**config.mk**
```make
export PLATFORM = sky130hd
export DESIGN_NAME = tile_quad_vertex_generator_unit_flat
export DESIGN_NICKNAME = d
export VERILOG_FILES = /design/src/rtl/tqvg_pkg.sv /design/src/rtl/tqvg_in_if.sv /design/src/rtl/tqvg_out_if.sv /design/src/rtl/tqvg_div.sv /design/src/rtl/tile_quad_vertex_generator_unit.sv /design/src/flat_wrapper.sv
export SDC_FILE = /design/constraint.sdc
export NUM_CORES = 1
export LEC_CHECK = 0
export BUFFER_PORTS_ARGS = -buffer_cell sky130_fd_sc_hd__buf_2
export CORE_AREA = 8 8 322 246
export CTS_CLUSTER_DIAMETER = 50
export CTS_CLUSTER_SIZE = 30
export DETAILED_ROUTE_END_ITERATION = 6
export DIE_AREA = 0 0 330 254
export GPL_ROUTABILITY_DRIVEN = 0
export PLACE_DENSITY = 0.45
export SYNTH_ARGS = -nofsm -noshare
export SYNTH_HDL_FRONTEND = slang
export SYNTH_SLANG_ARGS = --single-unit
```
**constraint.sdc**
```tcl
create_clock -name clk -period 17.8 [get_ports clk]
set_input_delay 1.78 -clock clk [delete_from_list [all_inputs] [get_ports clk]]
set_output_delay 1.78 -clock clk [all_outputs]
set_load 0.005 [all_outputs]
```
**src/rtl/tqvg_pkg.sv**
```systemverilog
// tile quad vertex generator: shared types and constants
// no dependencies; imported by the divider and the top level
`default_nettype none

package tqvg_pkg;

    // vertices per tile, two triangles
    localparam int unsigned VERTS_PER_TILE = 6;
    localparam logic [2:0] CORNER_LAST = 3'd5;

    // corner offsets in tile units, bit k belongs to corner k
    localparam logic [5:0] CORNER_DX = 6'b110010;
    localparam logic [5:0] CORNER_DY = 6'b101100;

    localparam logic [24:0] TEX_X_MAX = 25'd32767;

    // register map, index is byte address / 4
    typedef enum logic [2:0] {
        REG_TILE_WIDTH    = 3'd0,
        REG_TILE_HEIGHT   = 3'd1,
        REG_TEXTURE_WIDTH = 3'd2,
        REG_MAP_WIDTH     = 3'd3,
        REG_MAP_HEIGHT    = 3'd4
    } reg_idx_t;

    typedef enum logic [3:0] {
        ST_IDLE,
        ST_COLS,
        ST_DIV_COLS,
        ST_DIV_IDX,
        ST_MUL_PX,
        ST_MUL_PY,
        ST_MUL_TX,
        ST_MUL_TY,
        ST_EMIT
    } state_t;

    typedef struct packed {
        logic        start;
        logic [15:0] dividend;
        logic [14:0] divisor;
    } div_req_t;

    typedef struct packed {
        logic        busy;
        logic        done;
        logic [15:0] quotient;
        logic [14:0] remainder;
    } div_rsp_t;

endpackage

`default_nettype wire

```
**src/rtl/tqvg_in_if.sv**
```systemverilog
// tile index channel: valid/ready handshake with the tile index payload
// depends on nothing
`default_nettype none

interface tqvg_in_if;
    logic        valid;
    logic        ready;
    logic [15:0] tile_index;

    modport source (output valid, output tile_index, input ready);
    modport sink   (input valid, input tile_index, output ready);
endinterface

`default_nettype wire

```
**src/rtl/tqvg_out_if.sv**
```systemverilog
// vertex channel: valid/ready handshake with one vertex as payload
// depends on nothing
`default_nettype none

interface tqvg_out_if;
    logic        valid;
    logic        ready;
    logic [2:0]  corner;
    logic [20:0] pos_x;
    logic [20:0] pos_y;
    logic [14:0] tex_x;
    logic [24:0] tex_y;
    logic        tile_done;

    modport source (output valid, output corner, output pos_x, output pos_y,
                    output tex_x, output tex_y, output tile_done, input ready);
    modport sink   (input valid, input corner, input pos_x, input pos_y,
                    input tex_x, input tex_y, input tile_done, output ready);
endinterface

`default_nettype wire

```
**src/rtl/tqvg_div.sv**
```systemverilog
// restoring divider, one quotient bit per cycle, 16 steps
// depends on tqvg_pkg
`default_nettype none

module tqvg_div
    import tqvg_pkg::*;
(
    input  wire logic     clk,
    input  wire logic     rst_n,
    input  wire div_req_t req,
    output div_rsp_t      rsp
);

    logic        busy_reg, busy_next;
    logic        done_reg, done_next;
    logic [3:0]  cnt_reg, cnt_next;
    logic [14:0] dvsr_reg, dvsr_next;
    logic [15:0] quo_reg, quo_next;
    logic [14:0] rem_reg, rem_next;

    logic [15:0] trial;
    logic [16:0] diff;

    always_comb
    begin
        trial = {rem_reg, quo_reg[15]};
        diff  = {1'b0, trial} - {2'b00, dvsr_reg};

        busy_next = busy_reg;
        done_next = 1'b0;
        cnt_next  = cnt_reg;
        dvsr_next = dvsr_reg;
        quo_next  = quo_reg;
        rem_next  = rem_reg;

        if (req.start)
        begin
            busy_next = 1'b1;
            cnt_next  = 4'd0;
            dvsr_next = req.divisor;
            quo_next  = req.dividend;
            rem_next  = 15'd0;
        end
        else if (busy_reg)
        begin
            // borrow means the trial remainder stays
            if (diff[16])
            begin
                rem_next = trial[14:0];
            end
            else
            begin
                rem_next = diff[14:0];
            end
            quo_next = {quo_reg[14:0], ~diff[16]};
            cnt_next = cnt_reg + 4'd1;
            if (cnt_reg == 4'd15)
            begin
                busy_next = 1'b0;
                done_next = 1'b1;
            end
        end
    end

    always_ff @(posedge clk or negedge rst_n)
    begin
        if (!rst_n)
        begin
            busy_reg <= 1'b0;
            done_reg <= 1'b0;
            cnt_reg  <= 4'd0;
        end
        else
        begin
            busy_reg <= busy_next;
            done_reg <= done_next;
            cnt_reg  <= cnt_next;
        end
    end

    always_ff @(posedge clk)
    begin
        dvsr_reg <= dvsr_next;
        quo_reg  <= quo_next;
        rem_reg  <= rem_next;
    end

    assign rsp.busy      = busy_reg;
    assign rsp.done      = done_reg;
    assign rsp.quotient  = quo_reg;
    assign rsp.remainder = rem_reg;

endmodule

`default_nettype wire

```
**src/rtl/tile_quad_vertex_generator_unit.sv**
```systemverilog
// tile quad vertex generator top level: register file, sequencer, shared multiplier
// depends on tqvg_pkg, tqvg_in_if, tqvg_out_if and tqvg_div
//
// usage
// - tile_in carries one tile index per transaction, in row-major map order;
//   each one produces six vertex transactions on vertex_out, corners 0..5,
//   with tile_done set on corner 5
// - the block keeps the current map cell and advances it after each tile,
//   wrapping at map_width columns and map_height rows (and at 4096 either way)
// - the apb port holds tile_width, tile_height, texture_width, map_width and
//   map_height at byte addresses 0, 4, 8, 12, 16; pready is always high;
//   write only while the block is idle
// - a tile is accepted, then ST_COLS launches the 16-step shared divider,
//   which splits the index into tileset column and row, one shared 16x9
//   multiplier forms the four base coordinates, then one vertex per cycle
//   goes into the output register while that register can take it
// - after a write to tile_width or texture_width the next tile first runs
//   the divider once more for the tileset column count, unless tile_width is zero
// - tile_in.ready is high only while idle; the next tile can be accepted
//   while the last vertex still waits in the output register
// - a stalled vertex_out holds its vertex and the sequencer waits
// - reset restores register defaults, clears the map cell to column 0 row 0
//   and empties the output register
`default_nettype none

module tile_quad_vertex_generator_unit
    import tqvg_pkg::*;
(
    input  wire logic        clk,
    input  wire logic        rst_n,
    tqvg_in_if.sink          tile_in,
    tqvg_out_if.source       vertex_out,
    input  wire logic        psel,
    input  wire logic        penable,
    input  wire logic        pwrite,
    input  wire logic [4:0]  paddr,
    input  wire logic [31:0] pwdata,
    output logic [31:0]      prdata,
    output logic             pready
);

    // configuration registers
    logic [8:0]  tile_width_reg;
    logic [8:0]  tile_height_reg;
    logic [14:0] texture_width_reg;
    logic [12:0] map_width_reg;
    logic [12:0] map_height_reg;
    logic        cfg_wr;
    reg_idx_t    cfg_idx;

    // sequencer and working registers
    state_t      state_reg, state_next;
    logic [14:0] cols_reg, cols_next;
    logic        cols_ok_reg, cols_ok_next;
    logic [15:0] idx_reg, idx_next;
    logic [14:0] tcol_reg, tcol_next;
    logic [15:0] trow_reg, trow_next;
    logic [20:0] base_px_reg, base_px_next;
    logic [20:0] base_py_reg, base_py_next;
    logic [23:0] base_tx_reg, base_tx_next;
    logic [24:0] base_ty_reg, base_ty_next;
    logic [2:0]  corner_reg, corner_next;
    logic [11:0] cell_col_reg, cell_col_next;
    logic [11:0] cell_row_reg, cell_row_next;

    // output register
    logic        out_valid_reg, out_valid_next;
    logic [2:0]  out_corner_reg, out_corner_next;
    logic [20:0] out_pos_x_reg, out_pos_x_next;
    logic [20:0] out_pos_y_reg, out_pos_y_next;
    logic [14:0] out_tex_x_reg, out_tex_x_next;
    logic [24:0] out_tex_y_reg, out_tex_y_next;
    logic        out_done_reg, out_done_next;

    // shared units
    div_req_t    div_req;
    div_rsp_t    div_rsp;
    logic [15:0] mul_a;
    logic [8:0]  mul_b;
    logic [24:0] mul_prod;

    // vertex arithmetic
    logic [8:0]  ox;
    logic [8:0]  oy;
    logic [24:0] tx_sum;
    logic [12:0] col_inc;
    logic [12:0] row_inc;
    logic        col_wrap;
    logic        row_wrap;
    logic        out_free;

    tqvg_div u_div (
        .clk   (clk),
        .rst_n (rst_n),
        .req   (div_req),
        .rsp   (div_rsp)
    );

    // ---------------------------------------------------------------
    // apb register file
    // ---------------------------------------------------------------
    assign pready  = 1'b1;
    assign cfg_wr  = psel && penable && pwrite;
    assign cfg_idx = reg_idx_t'(paddr[4:2]);

    always_ff @(posedge clk or negedge rst_n)
    begin
        if (!rst_n)
        begin
            tile_width_reg    <= 9'd16;
            tile_height_reg   <= 9'd16;
            texture_width_reg <= 15'd256;
            map_width_reg     <= 13'd64;
            map_height_reg    <= 13'd64;
        end
        else if (cfg_wr)
        begin
            case (cfg_idx)
                REG_TILE_WIDTH:    tile_width_reg    <= pwdata[8:0];
                REG_TILE_HEIGHT:   tile_height_reg   <= pwdata[8:0];
                REG_TEXTURE_WIDTH: texture_width_reg <= pwdata[14:0];
                REG_MAP_WIDTH:     map_width_reg     <= pwdata[12:0];
                REG_MAP_HEIGHT:    map_height_reg    <= pwdata[12:0];
                default:           ;
            endcase
        end
    end

    always_comb
    begin
        case (cfg_idx)
            REG_TILE_WIDTH:    prdata = {23'd0, tile_width_reg};
            REG_TILE_HEIGHT:   prdata = {23'd0, tile_height_reg};
            REG_TEXTURE_WIDTH: prdata = {17'd0, texture_width_reg};
            REG_MAP_WIDTH:     prdata = {19'd0, map_width_reg};
            REG_MAP_HEIGHT:    prdata = {19'd0, map_height_reg};
            default:           prdata = 32'd0;
        endcase
    end

    // ---------------------------------------------------------------
    // datapath helpers
    // ---------------------------------------------------------------
    assign mul_prod = {9'd0, mul_a} * {16'd0, mul_b};

    // corner offsets and texture x with saturation
    assign ox     = CORNER_DX[corner_reg] ? tile_width_reg : 9'd0;
    assign oy     = CORNER_DY[corner_reg] ? tile_height_reg : 9'd0;
    assign tx_sum = {1'b0, base_tx_reg} + {16'd0, ox};

    // map cell advance, wraps at the map size or at 4096
    assign col_inc  = {1'b0, cell_col_reg} + 13'd1;
    assign row_inc  = {1'b0, cell_row_reg} + 13'd1;
    assign col_wrap = (col_inc >= map_width_reg) || col_inc[12];
    assign row_wrap = (row_inc >= map_height_reg) || row_inc[12];

    // output register can take a vertex this cycle
    assign out_free = !out_valid_reg || vertex_out.ready;

    assign tile_in.ready = (state_reg == ST_IDLE);

    // ---------------------------------------------------------------
    // sequencer
    // ---------------------------------------------------------------
    always_comb
    begin
        state_next     = state_reg;
        cols_next      = cols_reg;
        cols_ok_next   = cols_ok_reg;
        idx_next       = idx_reg;
        tcol_next      = tcol_reg;
        trow_next      = trow_reg;
        base_px_next   = base_px_reg;
        base_py_next   = base_py_reg;
        base_tx_next   = base_tx_reg;
        base_ty_next   = base_ty_reg;
        corner_next    = corner_reg;
        cell_col_next  = cell_col_reg;
        cell_row_next  = cell_row_reg;

        out_valid_next  = out_valid_reg && !vertex_out.ready;
        out_corner_next = out_corner_reg;
        out_pos_x_next  = out_pos_x_reg;
        out_pos_y_next  = out_pos_y_reg;
        out_tex_x_next  = out_tex_x_reg;
        out_tex_y_next  = out_tex_y_reg;
        out_done_next   = out_done_reg;

        div_req = '0;
        mul_a   = 16'd0;
        mul_b   = 9'd0;

        case (state_reg)
            ST_IDLE:
            begin
                if (tile_in.valid)
                begin
                    idx_next   = tile_in.tile_index;
                    state_next = ST_COLS;
                end
            end

            ST_COLS:
            begin
                // tileset column count is cached until its inputs change
                if (cols_ok_reg)
                begin
                    div_req.start    = 1'b1;
                    div_req.dividend = idx_reg;
                    div_req.divisor  = cols_reg;
                    state_next       = ST_DIV_IDX;
                end
                else if (tile_width_reg == 9'd0)
                begin
                    cols_next    = 15'd1;
                    cols_ok_next = 1'b1;
                end
                else
                begin
                    div_req.start    = 1'b1;
                    div_req.dividend = {1'b0, texture_width_reg};
                    div_req.divisor  = {6'd0, tile_width_reg};
                    state_next       = ST_DIV_COLS;
                end
            end

            ST_DIV_COLS:
            begin
                if (div_rsp.done)
                begin
                    // texture narrower than one tile still counts as one column
                    if (div_rsp.quotient == 16'd0)
                    begin
                        cols_next = 15'd1;
                    end
                    else
                    begin
                        cols_next = div_rsp.quotient[14:0];
                    end
                    cols_ok_next = 1'b1;
                    state_next   = ST_COLS;
                end
            end

            ST_DIV_IDX:
            begin
                if (div_rsp.done)
                begin
                    tcol_next  = div_rsp.remainder;
                    trow_next  = div_rsp.quotient;
                    state_next = ST_MUL_PX;
                end
            end

            ST_MUL_PX:
            begin
                mul_a        = {4'd0, cell_col_reg};
                mul_b        = tile_width_reg;
                base_px_next = mul_prod[20:0];
                state_next   = ST_MUL_PY;
            end

            ST_MUL_PY:
            begin
                mul_a        = {4'd0, cell_row_reg};
                mul_b        = tile_height_reg;
                base_py_next = mul_prod[20:0];
                state_next   = ST_MUL_TX;
            end

            ST_MUL_TX:
            begin
                mul_a        = {1'b0, tcol_reg};
                mul_b        = tile_width_reg;
                base_tx_next = mul_prod[23:0];
                state_next   = ST_MUL_TY;
            end

            ST_MUL_TY:
            begin
                mul_a        = trow_reg;
                mul_b        = tile_height_reg;
                base_ty_next = mul_prod;
                corner_next  = 3'd0;
                state_next   = ST_EMIT;
            end

            ST_EMIT:
            begin
                if (out_free)
                begin
                    out_valid_next  = 1'b1;
                    out_corner_next = corner_reg;
                    out_pos_x_next  = base_px_reg + {12'd0, ox};
                    out_pos_y_next  = base_py_reg + {12'd0, oy};
                    out_tex_x_next  = (tx_sum > TEX_X_MAX) ? TEX_X_MAX[14:0] : tx_sum[14:0];
                    out_tex_y_next  = base_ty_reg + {16'd0, oy};
                    out_done_next   = (corner_reg == CORNER_LAST);

                    if (corner_reg == CORNER_LAST)
                    begin
                        state_next = ST_IDLE;
                        if (col_wrap)
                        begin
                            cell_col_next = 12'd0;
                            cell_row_next = row_wrap ? 12'd0 : row_inc[11:0];
                        end
                        else
                        begin
                            cell_col_next = col_inc[11:0];
                        end
                    end
                    else
                    begin
                        corner_next = corner_reg + 3'd1;
                    end
                end
            end

            default:
            begin
                state_next = ST_IDLE;
            end
        endcase

        // a new tile or texture width invalidates the cached column count
        if (cfg_wr && (cfg_idx == REG_TILE_WIDTH || cfg_idx == REG_TEXTURE_WIDTH))
        begin
            cols_ok_next = 1'b0;
        end
    end

    always_ff @(posedge clk or negedge rst_n)
    begin
        if (!rst_n)
        begin
            state_reg     <= ST_IDLE;
            cols_ok_reg   <= 1'b0;
            corner_reg    <= 3'd0;
            cell_col_reg  <= 12'd0;
            cell_row_reg  <= 12'd0;
            out_valid_reg <= 1'b0;
        end
        else
        begin
            state_reg     <= state_next;
            cols_ok_reg   <= cols_ok_next;
            corner_reg    <= corner_next;
            cell_col_reg  <= cell_col_next;
            cell_row_reg  <= cell_row_next;
            out_valid_reg <= out_valid_next;
        end
    end

    always_ff @(posedge clk)
    begin
        cols_reg       <= cols_next;
        idx_reg        <= idx_next;
        tcol_reg       <= tcol_next;
        trow_reg       <= trow_next;
        base_px_reg    <= base_px_next;
        base_py_reg    <= base_py_next;
        base_tx_reg    <= base_tx_next;
        base_ty_reg    <= base_ty_next;
        out_corner_reg <= out_corner_next;
        out_pos_x_reg  <= out_pos_x_next;
        out_pos_y_reg  <= out_pos_y_next;
        out_tex_x_reg  <= out_tex_x_next;
        out_tex_y_reg  <= out_tex_y_next;
        out_done_reg   <= out_done_next;
    end

    assign vertex_out.valid     = out_valid_reg;
    assign vertex_out.corner    = out_corner_reg;
    assign vertex_out.pos_x     = out_pos_x_reg;
    assign vertex_out.pos_y     = out_pos_y_reg;
    assign vertex_out.tex_x     = out_tex_x_reg;
    assign vertex_out.tex_y     = out_tex_y_reg;
    assign vertex_out.tile_done = out_done_reg;

`ifndef SYNTH
    // divider is never relaunched while it is still iterating
    a_div_no_restart: assert property (@(posedge clk) disable iff (!rst_n)
        div_req.start |-> !div_rsp.busy)
        else $error("divider started while busy");

    // the cached column count is never zero
    a_cols_nonzero: assert property (@(posedge clk) disable iff (!rst_n)
        cols_ok_reg |-> (cols_reg != 15'd0))
        else $error("tileset column count is zero");

    // leaving the emit phase puts the last corner of the tile in the output register
    a_last_vertex: assert property (@(posedge clk) disable iff (!rst_n)
        (state_reg == ST_EMIT && state_next == ST_IDLE)
        |=> (vertex_out.valid && vertex_out.tile_done && vertex_out.corner == CORNER_LAST))
        else $error("tile finished without its last vertex");

    // no new tile is taken until all six vertices have been issued
    a_busy_after_accept: assert property (@(posedge clk) disable iff (!rst_n)
        (tile_in.valid && tile_in.ready) |=> !tile_in.ready)
        else $error("tile accepted while previous tile in progress");
`endif

endmodule

`default_nettype wire
```
**src/flat_wrapper.sv**
```systemverilog
// flat-port wrapper written by rule: the top's interface ports become plain ports
module tile_quad_vertex_generator_unit_flat import tqvg_pkg::*;
  (clk, rst_n, psel, penable, pwrite, paddr, pwdata, prdata, pready, tile_in_valid, tile_in_tile_index, tile_in_ready, vertex_out_valid, vertex_out_corner, vertex_out_pos_x, vertex_out_pos_y, vertex_out_tex_x, vertex_out_tex_y, vertex_out_tile_done, vertex_out_ready);
  tqvg_in_if tile_in_i ();
  tqvg_out_if vertex_out_i ();
  input  wire logic clk;
  input  wire logic rst_n;
  input  wire logic psel;
  input  wire logic penable;
  input  wire logic pwrite;
  input  wire logic [4:0] paddr;
  input  wire logic [31:0] pwdata;
  output logic [31:0] prdata;
  output logic pready;
  input wire logic [$bits(tile_in_i.valid)-1:0] tile_in_valid;
  input wire logic [$bits(tile_in_i.tile_index)-1:0] tile_in_tile_index;
  output wire logic [$bits(tile_in_i.ready)-1:0] tile_in_ready;
  output wire logic [$bits(vertex_out_i.valid)-1:0] vertex_out_valid;
  output wire logic [$bits(vertex_out_i.corner)-1:0] vertex_out_corner;
  output wire logic [$bits(vertex_out_i.pos_x)-1:0] vertex_out_pos_x;
  output wire logic [$bits(vertex_out_i.pos_y)-1:0] vertex_out_pos_y;
  output wire logic [$bits(vertex_out_i.tex_x)-1:0] vertex_out_tex_x;
  output wire logic [$bits(vertex_out_i.tex_y)-1:0] vertex_out_tex_y;
  output wire logic [$bits(vertex_out_i.tile_done)-1:0] vertex_out_tile_done;
  input wire logic [$bits(vertex_out_i.ready)-1:0] vertex_out_ready;
  assign tile_in_i.valid = tile_in_valid;
  assign tile_in_i.tile_index = tile_in_tile_index;
  assign tile_in_ready = tile_in_i.ready;
  assign vertex_out_valid = vertex_out_i.valid;
  assign vertex_out_corner = vertex_out_i.corner;
  assign vertex_out_pos_x = vertex_out_i.pos_x;
  assign vertex_out_pos_y = vertex_out_i.pos_y;
  assign vertex_out_tex_x = vertex_out_i.tex_x;
  assign vertex_out_tex_y = vertex_out_i.tex_y;
  assign vertex_out_tile_done = vertex_out_i.tile_done;
  assign vertex_out_i.ready = vertex_out_ready;
  tile_quad_vertex_generator_unit u_core (.clk(clk), .rst_n(rst_n), .tile_in(tile_in_i), .vertex_out(vertex_out_i), .psel(psel), .penable(penable), .pwrite(pwrite), .paddr(paddr), .pwdata(pwdata), .prdata(prdata), .pready(pready));
endmodule
```
## After elaboration in Yosys (flattened, before gate mapping)

Memories as Yosys holds them, arrays and structs flattened.
Cells that the tools add are included.

- $add $sub $neg: 9
- Multiply operators: 1
- Div/mod/pow operators: 0
- Magnitude comparators: 4
- Equal/unequal tests: 24
- Shift operators: 0
- Muxes and demuxes: 46
- Bitwise gates (word level): 1
- Reductions and logical operators: 34

Operators with widths:

| cell | number |
|---|---|
| $mux W32 | 3 |
| $mux W15 | 5 |
| $pmux W15 S5 | 1 |
| $pmux W16 S4 | 1 |
| $add A21 B9 Y21 | 2 |
| $mux W4 | 9 |
| $pmux W4 S9 | 1 |
| $mux W16 | 2 |
| $pmux W15 S2 | 1 |
| $add A12 B1 Y13 const B | 2 |
| $ge A13 B13 Y1 | 2 |
| $add A24 B9 Y25 | 1 |
| $add A25 B9 Y25 | 1 |
| $gt A25 B15 Y1 const B | 1 |
| $mul A16 B9 Y25 | 1 |
| $mux W12 | 2 |
| $mux W9 | 2 |
| $pmux W9 S2 | 1 |
| $reduce_and A2 Y1 | 9 |
| $sub A16 B15 Y17 | 1 |
| $eq A4 B3 Y1 const B | 4 |
| $logic_not A16 Y1 | 1 |
| $mux W1 | 14 |
| $ne A2 B2 Y1 const B | 5 |
| other kinds (27) | 47 |

- Flip-flop bits (word level): 383
- Latch bits: 0
- Bits in writable memories: 0
- ROM bits: 16
- Output and inout bits: 121
- Word-level logic and storage cells: 152
- Memories kept: 2

Memories:

| name | depth | bits a word | read ports | clocked after Yosys merged registers in | write ports | RTL line | source |
|---|---|---|---|---|---|---|---|
| (name not given) | 8 | 1 | 1 | 0 | 0 | tile_quad_vertex_generator_unit.sv:147 | `assign ox = CORNER_DX[corner_reg] ? tile_width_reg : 9'd0;` |
| (name not given) | 8 | 1 | 1 | 0 | 0 | tile_quad_vertex_generator_unit.sv:148 | `assign oy = CORNER_DY[corner_reg] ? tile_height_reg : 9'd0;` |

## Depth between registers and ports, before layout

Gate-level depths: netlist of the first run.

- Depth after elaboration: 5
- Gate-level depth with buffers: 27

## Hierarchy

Synthesis of the first run repeated with hierarchy kept, for this count alone.

- Cells, all modules: 2,178
- Area total of the unflattened synthesis: 23,809.1 µm²

Modules (own cells, without submodules):

| module | times used | cells an instance | area an instance (µm²) |
|---|---|---|---|
| tile_quad_vertex_generator_unit | 1 | 1,902 | 20,798.7 |
| tqvg_div | 1 | 276 | 3,010.4 |

## Worst setup path before layout of the first run

OpenSTA, ideal clock, no wires.

- Kind: register -> register
- From: register u_core.state_reg[3]
- To: register u_core.base_tx_reg[23] (data pin)
- Setup time: 266 ps
- Arrival: 6,587 ps
- Path slack: 10,947 ps
- Cell stages (with the launch flop): 21
- Path through: dfrtp_1 -> nand2b_1 -> buf_2 -> nor3_1 -> clkbuf_1 -> a221oi_1 -> or2_2 -> fa_1 -> fa_1 -> inv_1 -> fa_1 -> inv_1 -> fa_1 -> inv_1 -> ha_1 -> or3_1 -> o221a_2 -> o41a_1 -> a211oi_1 -> o21bai_1 -> xor2_1

- Word-level cells in the longest chain between the ends: 4
- Elaborated cells between the ends (all ways): 9

RTL lines:

| element | RTL line | source |
|---|---|---|
| start, declared | tile_quad_vertex_generator_unit.sv:52 | `state_t state_reg, state_next;` |
| start signal, assigned | tile_quad_vertex_generator_unit.sv:346 | `state_reg <= state_next;` |
| $eq A4 B3 Y1 | tile_quad_vertex_generator_unit.sv:193 | `case (state_reg)` |
| $reduce_or A2 Y1 (no line) | -- |  |
| $pmux W9 S2 | tile_quad_vertex_generator_unit.sv:193 |  |
| $mul A16 B9 Y25 * | tile_quad_vertex_generator_unit.sv:144 | `assign mul_prod = {9'd0, mul_a} * {16'd0, mul_b};` |
| via u_core.mul_prod[23] | tile_quad_vertex_generator_unit.sv:80 | `logic [24:0] mul_prod;` |
| end signal, assigned | tile_quad_vertex_generator_unit.sv:363 | `base_tx_reg <= base_tx_next;` |
| end, declared | tile_quad_vertex_generator_unit.sv:60 | `logic [23:0] base_tx_reg, base_tx_next;` |

The timed path passes the listed nets; every way through them passes the cells marked *.
A chain may end at the register's enable or synchronous reset.

## Final worst setup path of the first run

- From: register u_core.state_reg[2]
- To: register u_core.base_tx_reg[20] (data pin)

The elaborated chain is that of the path after synthesis.

==> impl_metrics.ini, run 1 <==
[status]
outcome = finished clean

[clocking]
cts_resized = 0
clk_latency_ps = 600
cts-root-buf = clkbuf_16
clockBufferDepth = 3
cts-htree-levels = 2
cts_sinks = 383
cts_buffers = 47
hold_buffers = 0
clkSlewWorstSetupHoldPaths_ps = 60
cts_tree = done
cts_setup_buffers = 0

[detailed_routing]
vias = 16500
viasPerCell = 5.02
drcViolationCount = 0
drt-total-wl_um = 66000
wire_per_inst_um = 20.1
dr.first_iter.drc_count = 1109
detail-route-antenna-nets = 0
drt-pass1-iter-count = 5

[worst_setup_path]
worst_ep_required_time_ps = 18050
cp_max_fo = 29
cp_num_buf_inv = 7
crit_top_cell = fa_1
arrival_ps = 8160
cp-start-kind = register
cpMaxStageDelayCell = a211oi_1
slowest_delay_ps = 660
end_kind = register
crit_chain = nor2b_1 -> buf_4 -> nand3_1 -> inv_2 -> buf_4 -> a221oi_1 -> buf_4 -> or2_2 -> fa_1 -> fa_1 -> inv_1 -> fa_1 -> inv_1 -> fa_1 -> inv_1 -> ha_1 -> o21a_1 -> o31a_1 -> o211ai_1 -> a21o_1 -> a21boi_0 -> o21ai_0 -> a211oi_1
path_delay_family = adder cells
critical_path_class = register to register

[timing]
fin_skew_ps = 38.8
slew_viol_final = 0
slew_headroom_pct = 14.4
fmax_ghz = 0.126
rsz0062_at_grt = no
timing.final.crit_share_pct = 44.4
setup_tns_ps = 0
fin_crit_ps = 7910
final_hold_viol_count = 0
worst_slew_pin_slew_ps = 1280
setup_viol = 0

[worst_hold_path]
hold_class = register to register

[layout]
final_util_pct = 36.1
layout_common_cells = edfxtp_1 (270), inv_1 (195), nor2_1 (192)
multi_input_area_um2 = 11500
nNetsFinal = 2559
area_growth_pct = 14.4
fin_cells = 3286
layout.area.seq_um2 = 10900
nFillCells = 7371
final_common_cell = edfxtp_1
drive_above_1_share_pct = 14.7

[flow_run]
cap_violations = 0

[die]
num_rows = 87
core_um2 = 74200
die_w_um = 330
start_util_pct = 31.6
die_h_um = 254
die_area_um2 = 83800
ios = 181

[logic_synthesis]
yosys.area_share.simple_pct = 13.5
synth.area.mux_share_pct = 4.09
yosysWarnings = 0
synth-xor-area-share_pct = 4.37
syn_inst = 2128
synth_top_family_by_area = adder cells
synth_edf_count = 270
async_reset_ff_share_pct = 25.6
synth_adder_area_share_pct = 15.7
synth_seq_cells = 383
yosys_most_used_dff = edfxtp_1
synth_compound_area_share_pct = 11.0
netlist_area_um2 = 23400
seq_area_frac_synth_pct = 46.3
avgSynthCellArea_um2 = 11.0
synthDistinctLibCells = 81

[global_routing]
grt-ovfl-total = 0
grt_pass1_vias = 16600
antenna_found_initial = 0
grt_use_total_pct = 15.7
grt_max_degree = 70
grt_pass1_wl_um = 101000

[place]
placed_cells = 3198
place_hpwl_um = 50500
io_buffers = 143

[power]
p_leak_uw = 0.0116
vdd_ir_drop_max_mv = 0.0632
powerDensity_nw_per_um2 = 110
final timing paths:
check / startpoint / to / slack [ps] / cells past startpoint
min reg2reg: u_core.u_div.rem_reg[13] / u_core.tcol_reg[13] / 490 / 0
max reg2reg: u_core.state_reg[2] / u_core.base_tx_reg[20] / 9890 / 23
min: u_core.u_div.rem_reg[13] / u_core.tcol_reg[13] / 490 / 0
max: u_core.state_reg[2] / u_core.base_tx_reg[20] / 9890 / 23
min in group asynchronous: rst_n / u_core.u_div.cnt_reg[1] / 1190 / 1
max in group asynchronous: rst_n / u_core.cell_col_reg[11] / 15350 / 2
stage by stage:
stage / power [µW] / instance area (µm²) / setup slack [ps] / hold WS [ps]
detailed placement: 1990 / 25200 / 9900 / 481
global route: 3120 / 26800 / 9260 / 516
floorplan: 1730 / 23500 / 10950 / 443
global placement: 1970 / 25200 / 9950 / 476
finish: 2960 / 26800 / 9890 / 492
CTS: 2990 / 26800 / 9800 / 493
cells by family after synthesis:
family / after synthesis
buf+inv: 284
simple gates: 636
other cells: 2
compound gates: 385
flops: 383
mux: 90
xor+xnor: 117
fa+ha+maj: 231
layer usage:
layer	global-route usage, %	vias to the layer above	wire length (µm)	share of wire, %
met3	2.78	86	3880	5.9
met5	0	-	0	0
li1	-	7791	-	-
met4	3.92	0	1420	2.1
met1	23.6	8215	32500	49
met2	23.3	399	28300	43
cell type report:
class,instances,area share (%)
multi-input cells,1477,42.9
flip-flops and latches,383,40.5
well taps,979,4.57
clock buffers,51,4.52
repair buffers,163,3.24
inverters,196,2.74
clock inverters,36,1.53
diodes,1,0.00933
cells in the mapped netlist, types with 6 or more instances:
library cell | instances | area share (%)
a221oi_2 | 9 | 0.58
and4_1 | 6 | 0.22
nand4_1 | 31 | 0.83
o211ai_1 | 10 | 0.32
and3_1 | 28 | 0.75
a22oi_1 | 36 | 1.2
nand2_1 | 124 | 2.0
buf_4 | 21 | 0.67
and2_1 | 32 | 0.85
clkbuf_1 | 48 | 0.77
a31oi_1 | 6 | 0.16
xor2_1 | 49 | 1.8
xnor2_1 | 68 | 2.5
nand2b_1 | 54 | 1.4
fa_1 | 104 | 8.9
or3_1 | 9 | 0.24
nor3_1 | 42 | 0.90
a21oi_1 | 76 | 1.6
nand3_1 | 45 | 0.96
nor2b_1 | 36 | 0.96
o22ai_1 | 9 | 0.24
dfrtp_1 | 93 | 9.9
or2_2 | 7 | 0.19
ha_1 | 127 | 6.8
buf_2 | 8 | 0.17
a22o_1 | 22 | 0.82
o2111ai_1 | 7 | 0.26
nor4_1 | 8 | 0.21
a21o_1 | 20 | 0.64
dfxtp_1 | 15 | 1.3
o21ai_0 | 118 | 2.5
inv_1 | 196 | 3.1
edfxtp_1 | 270 | 35
mux2i_1 | 44 | 1.9
a211oi_1 | 11 | 0.35
buf_1 | 9 | 0.14
o21bai_1 | 7 | 0.22
o21a_1 | 14 | 0.45
mux2_2 | 46 | 2.2
nor2_1 | 193 | 3.1
where the power goes:
| group | switching [µW] | leakage, µW | total (µW) | internal, µW |
|---|---|---|---|---|
| clock network | 449 | 0.000790 | 986 | 537 |
| logic | 435 | 0.00675 | 726 | 291 |
| registers | 144 | 0.00407 | 1250 | 1110 |
worst register-to-register path, cell delays in order, from the launching register on:
cell and delay [ps]:
dfrtp_1 610, nor2b_1 190, buf_4 240, nand3_1 360, inv_2 530, buf_4 490, a221oi_1 200, buf_4 210
or2_2 300, fa_1 510, fa_1 540, inv_1 50, fa_1 520, inv_1 50, fa_1 530, inv_1 40
ha_1 330, o21a_1 140, o31a_1 190, o211ai_1 150, a21o_1 240, a21boi_0 370, o21ai_0 140, a211oi_1 660
Note: power is estimated with default switching activity, not from simulation.
==> run 2: changes to the inputs <==
- clock period: 17.8 -> 7.9 ns (I/O delays scaled with it)
==> impl_metrics.ini, run 2 (same netlist as run 1, synthesis figures left out) <==
[clocking]
cts_sinks = 383
cts_tree = done
clkSlewWorstSetupHoldPaths_ps = 60
cts-htree-levels = 2
cts_buffers = 47
clk_latency_ps = 600
cts-root-buf = clkbuf_16
cts_resized = 0
clockBufferDepth = 3
cts_setup_buffers = 0
hold_buffers = 0

[global_routing]
grt_max_degree = 71
gr-usage-met3_pct = 3.05
grt_use_total_pct = 15.8
use_met1_pct = 23.2
grt_pass1_vias = 16700
grt-busiest-layer = met2
met2_usage_pct = 23.7
grt_pass1_wl_um = 102000
antenna_found_initial = 0
grt-ovfl-total = 0

[die]
start_util_pct = 31.6
num_rows = 87
ios = 181
die_area_um2 = 83800
die_w_um = 330
core_um2 = 74200
die_h_um = 254

[worst_setup_path]
rr_endpoint = u_core.base_ty_reg[23]
slowest_delay_ps = 710
end_kind = register
crit_chain = nand2b_1 -> nor2_4 -> buf_4 -> a221oi_2 -> nor2_1 -> fa_1 -> inv_1 -> fa_1 -> inv_1 -> fa_1 -> inv_1 -> fa_1 -> inv_1 -> ha_1 -> or3_1 -> o221a_2 -> o41a_1 -> a211oi_1 -> o21bai_1 -> xor2_1
crit_end = u_core.base_ty_reg[23]
reg2reg_depth = 20
worst_ep_required_time_ps = 8210
crit_path_start = u_core.state_reg[3]
critical_path_class = register to register
r2r-start = u_core.state_reg[3]
cpMaxStageDelayCell = a221oi_2
cp_num_buf_inv = 5
crit_cells = 20
cp_max_fo = 17
path_delay_family = adder cells
cp-start-kind = register
regToRegSetupSlack_ps = 840
arrival_ps = 7370

[layout]
final_common_cell = edfxtp_1
nFillCells = 7325
nNetsFinal = 2570
layout_common_cells = edfxtp_1 (270), inv_1 (195), nor2_1 (192)
area_growth_pct = 15.0
diodes = 0
fin_area_um2 = 27000
drive_above_1_share_pct = 15.2

[detailed_routing]
drt-pass1-iter-count = 5
vias = 16600
drt-total-wl_um = 66200
detail-route-antenna-nets = 0
drcViolationCount = 0
viasPerCell = 5.04
wire_per_inst_um = 20.1
dr.first_iter.drc_count = 1303

[timing]
worst_slew_pin_slew_ps = 1130
rsz0062_at_grt = no
timing.final.crit_share_pct = 89.4
fin_skew_ps = 33.8
slew_viol_final = 0
setup_viol = 0
setup_ws_ps = 840
final_hold_viol_count = 0
fin_crit_ps = 7060
hold_ws_ps = 249
fmax_ghz = 0.142
setup_tns_ps = 0
slew_headroom_pct = 24.7

[power]
vdd_ir_drop_max_mv = 0.142
powerDensity_nw_per_um2 = 250
finalPower_uw = 6760
p_leak_uw = 0.0117

[place]
place_hpwl_um = 51100
io_buffers = 143
place_ws_ps = 912
place_area_um2 = 25300

[status]
outcome = finished clean

[flow_run]
cap_violations = 0

[worst_hold_path]
hold_class = input port to asynchronous set/reset pin
run 2: cell count changes in the layout (fill, tap and decap cells not counted), sizes merged:
| cell | delta |
|---|---|
| clkinv | -5 |
| bufinv | +4 |
| buf | +11 |
| diode | -1 |
| clkinvlp | +3 |
| inv | -2 |
run 2: metrics by stage:
| stage | std cells | utilization, % |
|---|---|---|
| 2_1_floorplan | 2144 | - |
| 3_3_place_gp | 3209 | 34.1 |
| 3_5_place_dp | 3209 | 34.1 |
| 4_1_cts | 3296 | 36.3 |
| 5_1_grt | 3296 | 36.3 |
| 6_report | 3296 | 36.3 |
run 2: how the worst min path moves through the flow:
stage               depth (start not counted)                      end  slack (ps)
detailed placement                          0      u_core.tcol_reg[14]         480
global placement                            0      u_core.tcol_reg[14]         480
CTS                                         1  u_core.u_div.cnt_reg[1]         250
floorplan                                   0       u_core.tcol_reg[9]         440
finish                                      1  u_core.u_div.cnt_reg[1]         250
global route                                1  u_core.u_div.cnt_reg[1]         290
run 2: final cells by class:
cell class	count	area (µm²)	share of cell area [%]
multi-input cells	1477	11500	42.7
well taps	979	1220	4.54
inverters	196	736	2.73
clock inverters	36	454	1.68
flip-flops and latches	383	10900	40.3
repair buffers	174	951	3.53
clock buffers	51	1230	4.57
run 2: report_power, final:
part           switching (µW)  leakage, µW  internal, µW  total, µW
logic                     977      0.00681           661       1640
clock network             964     0.000818          1340       2300
registers                 322      0.00407          2490       2810
total                    2260       0.0117          4490       6760
run 2: layer usage:
| layer | vias to the layer above | routed length [µm] |
|---|---|---|
| met1 | 8303 | 32100 |
| met2 | 415 | 28300 |
| li1 | 7804 | - |
| met5 | - | 0 |
| met3 | 87 | 4290 |
| met4 | 0 | 1540 |
==> run 3: changes to the inputs <==
- PLACE_DENSITY: 0.45 -> 0.46
- clock period: 7.9 -> 5.7 ns (I/O delays scaled with it)
==> impl_metrics.ini, run 3 (same netlist as run 1, synthesis figures left out) <==
[status]
outcome = complete, but fails checks
violations = negative setup slack

[power]
p_comb_share_pct = 26.2
powerDensity_nw_per_um2 = 326
p_leak_uw = 0.0125
power_frac_clock_pct = 32.2
p_seq_share_pct = 41.6
p_switching_uw = 3170
vdd_ir_drop_max_mv = 0.222
p_int_uw = 6150
netSwitchingFraction_pct = 34.0
finalPower_uw = 9320

[die]
die_area_um2 = 83800
die_w_um = 330
die_h_um = 254
ios = 181
num_rows = 87
core_um2 = 74200
start_util_pct = 31.6

[clocking]
cts_sinks = 383
clockBufferDepth = 3
cts-htree-levels = 2
cts-root-buf = clkbuf_16
clk_latency_ps = 590
cts_tree = done
clkSlewWorstSetupHoldPaths_ps = 70
cts_buffers = 47

[detailed_routing]
viasPerCell = 4.98
wire_per_inst_um = 19.6
detail-route-antenna-nets = 0
drt-total-wl_um = 67300
drt-pass1-iter-count = 5
drcViolationCount = 0
dr.first_iter.drc_count = 1131
vias = 17100

[timing]
timing.final.crit_share_pct = 100
hold_ws_ps = 153
fin_skew_ps = 17.8
setup_ws_ps = -11.3
setup_viol = 2
worst_slew_pin_slew_ps = 1330
rsz0062_at_grt = yes
fmax_ghz = 0.175
slew_headroom_pct = 10.7
fin_crit_ps = 5710
slew_viol_final = 0
final_hold_viol_count = 0

[worst_setup_path]
cp-start-kind = register
crit_top_cell = fa_1
crit_chain = nor2b_4 -> nand3_2 -> inv_4 -> buf_12 -> buf_12 -> a221oi_4 -> nand2b_1 -> fa_1 -> inv_1 -> fa_1 -> fa_1 -> inv_1 -> fa_1 -> inv_2 -> ha_4 -> or3_4 -> o221a_4 -> o41a_1 -> a211oi_2 -> o21bai_1 -> xor2_1
slowest_delay_ps = 570
arrival_ps = 6040
regToRegSetupSlack_ps = -10
critical_path_class = register to register
cpMaxStageDelayCell = fa_1
end_kind = register
cp_max_fo = 5
worst_ep_required_time_ps = 6030

[global_routing]
grt-ovfl-total = 0
gr-usage-met3_pct = 3.78
antenna_found_initial = 4
grt_use_total_pct = 15.8
grt_pass1_vias = 17000
use_met1_pct = 23.3
grt_max_degree = 59
grt_pass1_wl_um = 103000
grt-busiest-layer = met1
met2_usage_pct = 23.3

[layout]
fin_cells = 3438
final_common_cell = edfxtp_1
area_growth_pct = 21.9
layout_common_cells = edfxtp_1 (270), nor2_1 (187), inv_1 (186)
nNetsFinal = 2710
drive_above_1_share_pct = 22.8
final_util_pct = 38.5

[place]
place_ws_ps = -282
io_buffers = 143
place_hpwl_um = 51600
placed_cells = 3331

[worst_hold_path]
hold_class = input port to register

[flow_run]
cap_violations = 0
## run 3: cell types whose count changed in the layout (fill, tap and decap cells not counted), moves of 7 or more
cell | previous run | this run
a221oi_4 | 0 | 8
buf_6 | 0 | 16
ha_1 | 127 | 117
inv_2 | 1 | 9
nand2b_1 | 54 | 47
buf_4 | 32 | 149
nand2b_4 | 0 | 7
ha_4 | 0 | 8
inv_1 | 195 | 186
## run 3: what timing repair did
action | CTS | global route
endpoints found under the setup margin | 43 | 47
hold endpoints to repair | 24 | 0
resized for setup | 31 | 70
gates cloned | 0 | 2
buffers inserted | 8 | 7
pin swaps | 11 | 43
hold buffers | 1 | 0
## run 3: cell type report
| cell class | count | area [µm²] |
|---|---|---|
| inverters | 196 | 738 |
| repair buffers | 313 | 2120 |
| multi-input cells | 1478 | 12100 |
| flip-flops and latches | 383 | 10900 |
| clock buffers | 55 | 1250 |
| clock inverters | 33 | 315 |
| well taps | 979 | 1220 |
| diodes | 1 | 2.50 |
| fillers | 7304 | 45700 |
## run 3: path summary, 6_finish.rpt
check                                        startpoint                     endpoint  depth (start not counted)
worst max-delay path                u_core.state_reg[2]       u_core.base_tx_reg[23]                         21
worst min-delay path             tile_in_tile_index[11]           u_core.idx_reg[11]                          1
worst max register to register      u_core.state_reg[2]       u_core.base_tx_reg[23]                         21
worst min register to register  u_core.u_div.rem_reg[7]           u_core.tcol_reg[7]                          0
max in group asynchronous                         rst_n          u_core.state_reg[0]                          3
min in group asynchronous                         rst_n  u_core.texture_width_reg[6]                          2
## run 3: per-layer routing
metal | vias up | wire length (µm)
met2 | 479 | 28200
met4 | 4 | 1250
met3 | 83 | 5100
li1 | 8091 | -
met1 | 8470 | 32800
met5 | - | 23
## run 3: worst max-delay path: cells and delay by family (launching register included)
kind | cells | cell delay, ps
DFF | 1 | 430
xor gates and xnor gates | 1 | 180
adders and majority gates | 5 | 2060
buffers and inverters | 6 | 510
AOI/OAI and AO/OA | 5 | 1440
and+or+nand+nor | 4 | 820
## run 3: metrics by stage
step           cell area [µm²]  setup TNS [ps]
2_1_floorplan            23700            -448
3_3_place_gp             26400           -7120
3_5_place_dp             26400           -8780
4_1_cts                  28200            -310
5_1_grt                  28600           -3730
6_report                 28600           -21.8
## run 3: power by group through the flow
| stage | Clock (µW) | Combinational [µW] | Sequential, µW |
|---|---|---|---|
| 2_1_floorplan | 0 | 1720 | 3690 |
| 3_3_place_gp | 0 | 2350 | 3920 |
| 3_5_place_dp | 0 | 2380 | 3930 |
| 4_1_cts | 3080 | 2420 | 3870 |
| 5_1_grt | 3180 | 2710 | 3920 |
| 6_report | 3000 | 2440 | 3880 |
